**config.mk**
```make
export PLATFORM = sky130hd
export DESIGN_NAME = kwp2000_frame_deframer_unit
export DESIGN_NICKNAME = d
export VERILOG_FILES = /design/src/design/kfd_pkg.sv /design/src/design/kfd_in_reg.sv /design/src/design/kfd_parser.sv /design/src/design/kfd_out_buf.sv /design/src/design/kwp2000_frame_deframer_unit.sv
export SDC_FILE = /design/constraint.sdc
export NUM_CORES = 1
export LEC_CHECK = 0
export ABC_CLOCK_PERIOD_IN_PS = 5330
export BUFFER_PORTS_ARGS = -buffer_cell sky130_fd_sc_hd__buf_2
export CORE_MARGIN = 1.5
export CORE_UTILIZATION = 25
export CTS_CLUSTER_DIAMETER = 30
export CTS_CLUSTER_SIZE = 25
export DETAILED_ROUTE_END_ITERATION = 6
export MAX_ROUTING_LAYER = met4
export RECOVER_POWER = 50
export SLEW_MARGIN = 0
export SYNTH_ARGS = -nofsm -noshare
export SYNTH_HDL_FRONTEND = slang
export SYNTH_HIERARCHICAL = 1
export SYNTH_SLANG_ARGS = --single-unit
```
**constraint.sdc**
```tcl
create_clock -name clk -period 5.33 [get_ports clk]
set_clock_uncertainty 0.05 [all_clocks]
set_input_delay 0.533 -clock clk [delete_from_list [all_inputs] [get_ports clk]]
set_output_delay 0.533 -clock clk [all_outputs]
set_load 0.005 [all_outputs]
```
**src/design/kfd_pkg.sv**
```systemverilog
// ---------------------------------------------------------------------------
// kfd_pkg: shared types for the KWP2000 frame deframer
// Phase and result kind codes, format field codes, beat structs.
// ---------------------------------------------------------------------------
package kfd_pkg;

  typedef enum logic [2:0] {
    PH_IDLE    = 3'd0,
    PH_TARGET  = 3'd1,
    PH_SOURCE  = 3'd2,
    PH_LENGTH  = 3'd3,
    PH_DATA    = 3'd4,
    PH_CHECK   = 3'd5,
    PH_DISCARD = 3'd6
  } phase_t;

  typedef enum logic [2:0] {
    K_DATA       = 3'd0,
    K_OK         = 3'd1,
    K_CKSUM      = 3'd2,
    K_FORMAT     = 3'd3,
    K_ZEROLEN    = 3'd4,
    K_INCOMPLETE = 3'd5
  } kind_t;

  // format byte top bits
  localparam logic [1:0] FMT_NONE = 2'b00;
  localparam logic [1:0] FMT_CARB = 2'b01;
  localparam logic [1:0] FMT_PHYS = 2'b10;
  localparam logic [1:0] FMT_FUNC = 2'b11;

  typedef struct packed {
    logic       func;
    logic [7:0] rx_byte;
  } in_item_t;

  typedef struct packed {
    kind_t      kind;
    logic [7:0] payload_byte;
    logic [7:0] target_addr;
    logic [7:0] source_addr;
    logic       functional;
    logic [7:0] payload_len;
  } result_t;

endpackage

```
**src/design/kfd_in_reg.sv**
```systemverilog
// ---------------------------------------------------------------------------
// kfd_in_reg: input register
// Holds one accepted beat until the parser consumes it.
// ---------------------------------------------------------------------------
module kfd_in_reg
  import kfd_pkg::*;
(
  input  logic     clk,
  input  logic     rst,
  input  logic     in_valid,
  output logic     in_ready,
  input  in_item_t in_item,
  output logic     item_valid,
  output in_item_t item,
  input  logic     take
);

  assign in_ready = !item_valid || take;

  always_ff @(posedge clk) begin
    if (rst) begin
      item_valid <= 1'b0;
    end else if (in_ready) begin
      item_valid <= in_valid;
    end
  end

  always_ff @(posedge clk) begin
    if (in_ready && in_valid) begin
      item <= in_item;
    end
  end

endmodule

```
**src/design/kfd_parser.sv**
```systemverilog
// ---------------------------------------------------------------------------
// kfd_parser: frame parser
// Frame state and single-step update per beat; emits at most one result.
// ---------------------------------------------------------------------------
module kfd_parser
  import kfd_pkg::*;
(
  input  logic     clk,
  input  logic     rst,
  input  logic     item_valid,
  input  in_item_t item,
  input  logic     res_ready,
  output logic     take,
  output logic     res_valid,
  output result_t  res
);

  phase_t     phase, phase_next;
  logic [7:0] format_byte, format_byte_next;
  logic [7:0] target_held, target_held_next;
  logic [7:0] source_held, source_held_next;
  logic [7:0] length_held, length_held_next;
  logic [7:0] bytes_left, bytes_left_next;
  logic [7:0] running_sum, running_sum_next;
  logic       first_pending, first_pending_next;
  logic       emit;
  kind_t      kind;
  logic [7:0] b;
  logic [1:0] top;
  logic [5:0] dl;

  assign take = item_valid && res_ready;
  assign b    = item.rx_byte;

  always_comb begin
    phase_next         = phase;
    format_byte_next   = format_byte;
    target_held_next   = target_held;
    source_held_next   = source_held;
    length_held_next   = length_held;
    bytes_left_next    = bytes_left;
    running_sum_next   = running_sum;
    first_pending_next = first_pending;
    emit               = 1'b0;
    kind               = K_DATA;
    top                = b[7:6];
    dl                 = format_byte[5:0];

    if (item.func) begin
      if (phase inside {PH_TARGET, PH_SOURCE, PH_LENGTH, PH_DATA, PH_CHECK}) begin
        emit = 1'b1;
        kind = K_INCOMPLETE;
      end
      phase_next = PH_IDLE;
    end else begin
      if (phase != PH_IDLE && phase != PH_DISCARD) begin
        running_sum_next = running_sum + b;
      end
      case (phase)
        PH_IDLE: begin
          if (b != 8'd0) begin
            format_byte_next = b;
            target_held_next = 8'd0;
            source_held_next = 8'd0;
            length_held_next = 8'd0;
            bytes_left_next  = 8'd0;
            running_sum_next = b;
            if (top == FMT_CARB || (top == FMT_NONE && first_pending)) begin
              phase_next = PH_DISCARD;
              emit       = 1'b1;
              kind       = K_FORMAT;
            end else if (top == FMT_PHYS || top == FMT_FUNC) begin
              phase_next = PH_TARGET;
            end else if (b[5:0] == 6'd0) begin
              phase_next = PH_LENGTH;
            end else begin
              length_held_next = {2'b00, b[5:0]};
              bytes_left_next  = {2'b00, b[5:0]};
              phase_next       = PH_DATA;
            end
          end
        end
        PH_TARGET: begin
          target_held_next = b;
          phase_next       = PH_SOURCE;
        end
        PH_SOURCE: begin
          source_held_next = b;
          if (dl == 6'd0) begin
            phase_next = PH_LENGTH;
          end else begin
            length_held_next = {2'b00, dl};
            bytes_left_next  = {2'b00, dl};
            phase_next       = PH_DATA;
          end
        end
        PH_LENGTH: begin
          length_held_next = b;
          if (b == 8'd0) begin
            phase_next = PH_DISCARD;
            emit       = 1'b1;
            kind       = K_ZEROLEN;
          end else begin
            bytes_left_next = b;
            phase_next      = PH_DATA;
          end
        end
        PH_DATA: begin
          bytes_left_next = bytes_left - 8'd1;
          if (bytes_left == 8'd1) begin
            phase_next = PH_CHECK;
          end
          emit = 1'b1;
          kind = K_DATA;
        end
        PH_CHECK: begin
          // sum excludes the checksum byte itself
          running_sum_next = running_sum;
          emit             = 1'b1;
          if (running_sum == b) begin
            first_pending_next = 1'b0;
            phase_next         = PH_IDLE;
            kind               = K_OK;
          end else begin
            phase_next = PH_DISCARD;
            kind       = K_CKSUM;
          end
        end
        default: begin
          phase_next = PH_DISCARD;
        end
      endcase
    end
  end

  always_comb begin
    res.kind         = kind;
    res.payload_byte = (kind == K_DATA) ? b : 8'd0;
    res.target_addr  = target_held_next;
    res.source_addr  = source_held_next;
    res.functional   = (format_byte_next[7:6] == FMT_FUNC);
    res.payload_len  = length_held_next;
  end

  assign res_valid = take && emit;

  always_ff @(posedge clk) begin
    if (rst) begin
      phase         <= PH_IDLE;
      format_byte   <= 8'd0;
      target_held   <= 8'd0;
      source_held   <= 8'd0;
      length_held   <= 8'd0;
      bytes_left    <= 8'd0;
      running_sum   <= 8'd0;
      first_pending <= 1'b1;
    end else if (take) begin
      phase         <= phase_next;
      format_byte   <= format_byte_next;
      target_held   <= target_held_next;
      source_held   <= source_held_next;
      length_held   <= length_held_next;
      bytes_left    <= bytes_left_next;
      running_sum   <= running_sum_next;
      first_pending <= first_pending_next;
    end
  end

endmodule

```
**src/design/kfd_out_buf.sv**
```systemverilog
// ---------------------------------------------------------------------------
// kfd_out_buf: result register with skid
// Two-entry output buffer; head entry drives the master side.
// ---------------------------------------------------------------------------
module kfd_out_buf
  import kfd_pkg::*;
(
  input  logic    clk,
  input  logic    rst,
  input  logic    wr_valid,
  input  result_t wr_data,
  output logic    wr_ready,
  output logic    rd_valid,
  input  logic    rd_ready,
  output result_t rd_data
);

  logic [1:0] count;
  result_t    e0, e1;
  logic       push, pop;

  assign wr_ready = (count != 2'd2);
  assign rd_valid = (count != 2'd0);
  assign rd_data  = e0;
  assign push     = wr_valid && wr_ready;
  assign pop      = rd_valid && rd_ready;

  always_ff @(posedge clk) begin
    if (rst) begin
      count <= 2'd0;
    end else if (push && !pop) begin
      count <= count + 2'd1;
    end else if (pop && !push) begin
      count <= count - 2'd1;
    end
  end

  always_ff @(posedge clk) begin
    if (push && !pop) begin
      if (count == 2'd0) begin
        e0 <= wr_data;
      end else begin
        e1 <= wr_data;
      end
    end else if (pop && !push) begin
      e0 <= e1;
    end else if (pop && push) begin
      e0 <= wr_data;
    end
  end

endmodule

```
**src/design/kwp2000_frame_deframer_unit.sv**
```systemverilog
// ---------------------------------------------------------------------------
// kwp2000_frame_deframer_unit: ISO 14230 frame deframer
// Parses received bus bytes and gap events into payload and frame status.
// ---------------------------------------------------------------------------
// Each input beat is a received byte or a bus idle gap (tuser = 1). The block
// sustains one beat per clock while the output buffer has room: the beat sits
// in an input register, the frame parser computes its state update and any
// result combinationally from it, and any result lands in a two-entry output
// buffer, whose head entry drives m_tvalid. Input stalls only when both output
// buffer entries are held by m_tready low.
// Payload bytes come out as they arrive (kind 0), followed by one frame-end
// status beat carrying length and addresses. After an error, bytes are
// dropped until a gap.
module kwp2000_frame_deframer_unit
  import kfd_pkg::*;
(
  input  logic        clk,
  input  logic        rst,
  input  logic        s_tvalid,
  output logic        s_tready,
  input  logic [7:0]  s_tdata,   // [7:0] rx_byte
  input  logic        s_tuser,   // [0] func
  output logic        m_tvalid,
  input  logic        m_tready,
  output logic [39:0] m_tdata,   // [7:0] payload_byte, [15:8] target_addr,
                                 // [23:16] source_addr, [24] functional,
                                 // [32:25] payload_len, [39:33] zero
  output logic [2:0]  m_tuser    // [2:0] kind
);

  in_item_t in_item, item;
  logic     item_valid, take, res_valid, buf_ready;
  result_t  res, head;

  assign in_item.func    = s_tuser;
  assign in_item.rx_byte = s_tdata;

  kfd_in_reg u_in_reg (
    .clk        (clk),
    .rst        (rst),
    .in_valid   (s_tvalid),
    .in_ready   (s_tready),
    .in_item    (in_item),
    .item_valid (item_valid),
    .item       (item),
    .take       (take)
  );

  kfd_parser u_parser (
    .clk        (clk),
    .rst        (rst),
    .item_valid (item_valid),
    .item       (item),
    .res_ready  (buf_ready),
    .take       (take),
    .res_valid  (res_valid),
    .res        (res)
  );

  kfd_out_buf u_out_buf (
    .clk      (clk),
    .rst      (rst),
    .wr_valid (res_valid),
    .wr_data  (res),
    .wr_ready (buf_ready),
    .rd_valid (m_tvalid),
    .rd_ready (m_tready),
    .rd_data  (head)
  );

  assign m_tuser = head.kind;
  assign m_tdata = {7'd0, head.payload_len, head.functional, head.source_addr,
                    head.target_addr, head.payload_byte};

endmodule
```
==> results.py <==
metrics = {
    "outcome": {
        "run_status": "finished, violations left",
        "failing_checks": "capacitance limit, slew limit",
    },
    "drt": {
        "drt-initial-drc-count": 444,
        "finalWirelength_um": 16180,
        "detail_route.wl_per_cell_um": 16.61,
        "drtPass1Iterations": 7,
        "num_vias": 4793,
        "detail_route.vias_per_cell": 4.921,
        "drc": 0,
        "ant_nets": 0,
    },
    "logic_synthesis": {
        "ys_types": 82,
        "synth-edff-count": 81,
        "ys_dominant_reg_cell": "sky130_fd_sc_hd__edfxtp_1",
        "ys_warn_count": 6,
        "asyncSetResetFlopFracSynth": 0,
        "synth.largest_area_cell": "sky130_fd_sc_hd__edfxtp_1",
        "synth.cell_area_sq_um": 6720,
        "synth.top_cell.area_share": 0.3619,
        "postSynthCellCount": 584,
        "postSynthAreaPerCell_sq_um": 11.51,
        "synth_seq_area_share": 0.5258,
        "synth.ff_latch_count": 136,
        "post_synth_main_area_contributors": "sky130_fd_sc_hd__edfxtp_1 36%, sky130_fd_sc_hd__dfxtp_1 16%, sky130_fd_sc_hd__mux2_4 6.7%, sky130_fd_sc_hd__a22o_1 2.5%, sky130_fd_sc_hd__a21oi_1 2.2%",
    },
    "pwr": {
        "p_per_area_nw_per_um2": 422.6,
        "sum_of_internal_switching_and_leakage_power_uw": 3277,
        "power.combinational.fraction": 0.214,
        "worst_vdd_rail_ir_drop_v": 0.0001729,
        "p_int_uw": 2333,
        "sw_frac_of_total": 0.2880,
        "net-switching-power_uw": 943.7,
        "power.share.clock": 0.365,
        "power.leakage_uw": 0.002776,
        "share_seq_of_total_power": 0.421,
    },
    "placement": {
        "place_hpwl_um": 10840,
        "globalplace.congestion": 0.8208,
        "port_buffer_count": 50,
    },
    "finish": {
        "ff_latch_area_sq_um": 3533,
        "area_growth_pct": 15.38,
        "drive_above_1_share": 0.1909,
        "fin_nets": 651,
        "antenna_cells": 0,
        "mostFrequentLayoutCells": "81 x sky130_fd_sc_hd__edfxtp_1, 55 x sky130_fd_sc_hd__dfxtp_1, 39 x sky130_fd_sc_hd__nor2_1",
        "layout_commonest_cell": "sky130_fd_sc_hd__edfxtp_1",
        "finalCoreUtilization": 0.2959,
        "multiInputGateArea_sq_um": 2813,
        "layout.filler_cells": 2660,
    },
    "worst_setup_path": {
        "criticalPathCategory": "register to register",
        "r2r-start": "u_in_reg/item[5]",
        "arrival_time_of_the_worst_setup_path_ps": 4050,
        "r2r_setup_slack_ps": 1400,
        "worst_setup_path_start_kind": "register",
        "worst_reg2reg_path_endpoint": "u_out_buf/rd_data[30]",
        "cp.required_ps": 5460,
        "worstSetupEndpointType": "register",
        "crit_path_max_fanout": 36,
        "worst_r2r_path_depth": 10,
    },
    "global_routing": {
        "largest_net_degree_at_the_start_of_global_routing": 49,
        "grt_usage": 0.1216,
        "global_route_met3_usage": 0.02448,
        "grt_antenna_before_repair": 0,
        "gr-total-overflow": 0,
        "first_pass_grt_wire_length_um": 25660,
        "grt_pass1_vias": 4632,
        "globalRouteMet2Util": 0.1863,
        "met1_track_demand_over_resource_in_global_routing": 0.1550,
        "gr-max-usage-layer": "met2",
    },
    "timing": {
        "grt_setup_unrepaired": "false",
        "fin_tns_setup_ps": 0,
        "max_slew.worst_pin.slew_ps": 1715,
        "final-hold-violation-count": 0,
        "period_utilization": 0.7370,
        "finalSetupViolCount": 0,
        "final-max-slew-violation-count": 10,
        "max_clock_freq_ghz": 0.2546,
        "slew-limit-headroom": -0.1575,
        "fin_crit_ps": 3928,
    },
    "cts": {
        "cts.hold.buffers_added": 0,
        "post_cts.resized_instances": 0,
        "postCtsSetupRepairBufs": 0,
        "clk_latency_ps": 430,
        "cts.root.buffer_cell": "sky130_fd_sc_hd__clkbuf_16",
        "cts_buffers": 17,
        "cts.htree.levels": 4,
        "tritoncts_num_sinks": 136,
        "cts_tree": "done",
        "ctsLongestPathBuffers": 2,
        "clk_transition_reported_paths_ps": 60,
    },
    "die": {
        "start_util": 0.2564,
        "die-height_um": 167.0,
        "die_area_sq_um": 27870,
        "num_rows": 59,
        "boundaryPins": 58,
        "fp.dieW_um": 167.0,
        "fp.coreArea_sq_um": 26210,
    },
    "worst_hold_path": {
        "hp-class": "input pin to register",
        "worst_hold_path.num_cells": 1,
        "endpoint_of_the_worst_hold_path": "u_in_reg/item[4]",
        "hold_startpoint": "s_tdata[4]",
    },
    "flow_run": {
        "maxCapViolations": 1,
    },
}
-- cells by family (layout without fill, tap and decap cells) --
family	count (synthesis)	after routing	share of synthesized area
compound gates	161	161	0.1836
xor+xnor	9	9	0.01173
fa+ha+maj	12	12	0.02346
buf+inv	66	115	0.05157
flops	136	136	0.5258
mux	38	38	0.08006
other cells	1	7	0.0005580
simple gates	161	161	0.1233
-- Yosys cell counts, drive strengths merged, types with 3 or more instances --
cell type / number
a22oi: 20
xor2: 6
nor2: 41
xnor2: 3
o21a: 6
nor2b: 6
nand3: 11
a221o: 3
dfxtp: 55
a211oi: 5
buf: 20
and2: 12
nand2b: 5
a21o: 8
or2: 6
nor4: 9
clkbuf: 23
a21oi: 31
or4: 4
o21ai: 24
nand2: 34
edfxtp: 81
a222oi: 10
or3: 4
ha: 11
inv: 23
mux2: 36
a22o: 19
and3: 3
nor3: 17
-- flip-flops by register name, indices dropped and copies added (netlist names) --
name and count:
u_parser/target_held 8, u_parser/phase 3, u_parser/format_byte 8, u_parser/length_held 8, u_out_buf/rd_data 36, u_out_buf/e1 36
u_parser/first_pending 1, u_parser/source_held 8, u_out_buf/count 2, u_in_reg/item_valid 1, u_in_reg/item 9, u_parser/running_sum 8
u_parser/bytes_left 8
-- through the flow --
step	hold WS (ps)	cell area, sq um	worst slack, ps	std cells
after floorplan	376.1	6743	1346	590
after detailed placement	394.0	7242	1363	942
after global routing	219.6	7754	1204	974
final	227.2	7754	1402	974
after CTS	212.3	7845	1357	974
after global placement	385.9	7242	1453	942
-- worst max-delay path by stage --
stage                 startpoint                    end  slack, ps  depth (start not counted)
6_report        u_in_reg/item[5]  u_out_buf/rd_data[30]       1400                         10
2_1_floorplan  u_parser/phase[0]        u_out_buf/e1[0]       1350                          9
3_3_place_gp    u_in_reg/item[5]  u_out_buf/rd_data[30]       1450                         10
4_1_cts         u_in_reg/item[5]  u_out_buf/rd_data[30]       1360                         10
3_5_place_dp    u_in_reg/item[5]  u_out_buf/rd_data[30]       1360                         10
5_1_grt        u_parser/phase[0]  u_out_buf/rd_data[30]       1200                         11
-- per-layer routing --
metal  up-vias  wire length, um
met5         -                0
met4         0              324
met3        23              966
met2       170             7422
met1      2314             7462
li1       2286                -
-- power groups by stage --
stage	registers, uW	clock network [uW]	logic [uW]
global placement	1400	0	715
finish	1380	1200	703
detailed placement	1400	0	731
global route	1400	1260	767
CTS	1380	1220	732
floorplan	1390	0	540
-- area by class of cell --
type | count | share of cell area
repair buffers | 60 | 0.03857
inverters | 23 | 0.01113
flip-flops and latches | 136 | 0.4557
clock buffers | 17 | 0.05487
clock inverters | 15 | 0.02291
well taps | 335 | 0.05406
multi-input cells | 388 | 0.3628
-- critical path, stage by stage, from the launching register on --
cell and delay [ps]:
sky130_fd_sc_hd__edfxtp_1 620, sky130_fd_sc_hd__or4_1 790, sky130_fd_sc_hd__o21a_1 250, sky130_fd_sc_hd__o211a_1 230
sky130_fd_sc_hd__o311a_1 320, sky130_fd_sc_hd__nand2_1 90, sky130_fd_sc_hd__inv_1 50, sky130_fd_sc_hd__ha_1 240
sky130_fd_sc_hd__nor2b_4 120, sky130_fd_sc_hd__buf_4 490, sky130_fd_sc_hd__mux2_2 410
No activity file was read; power rests on OpenSTA's default activity.
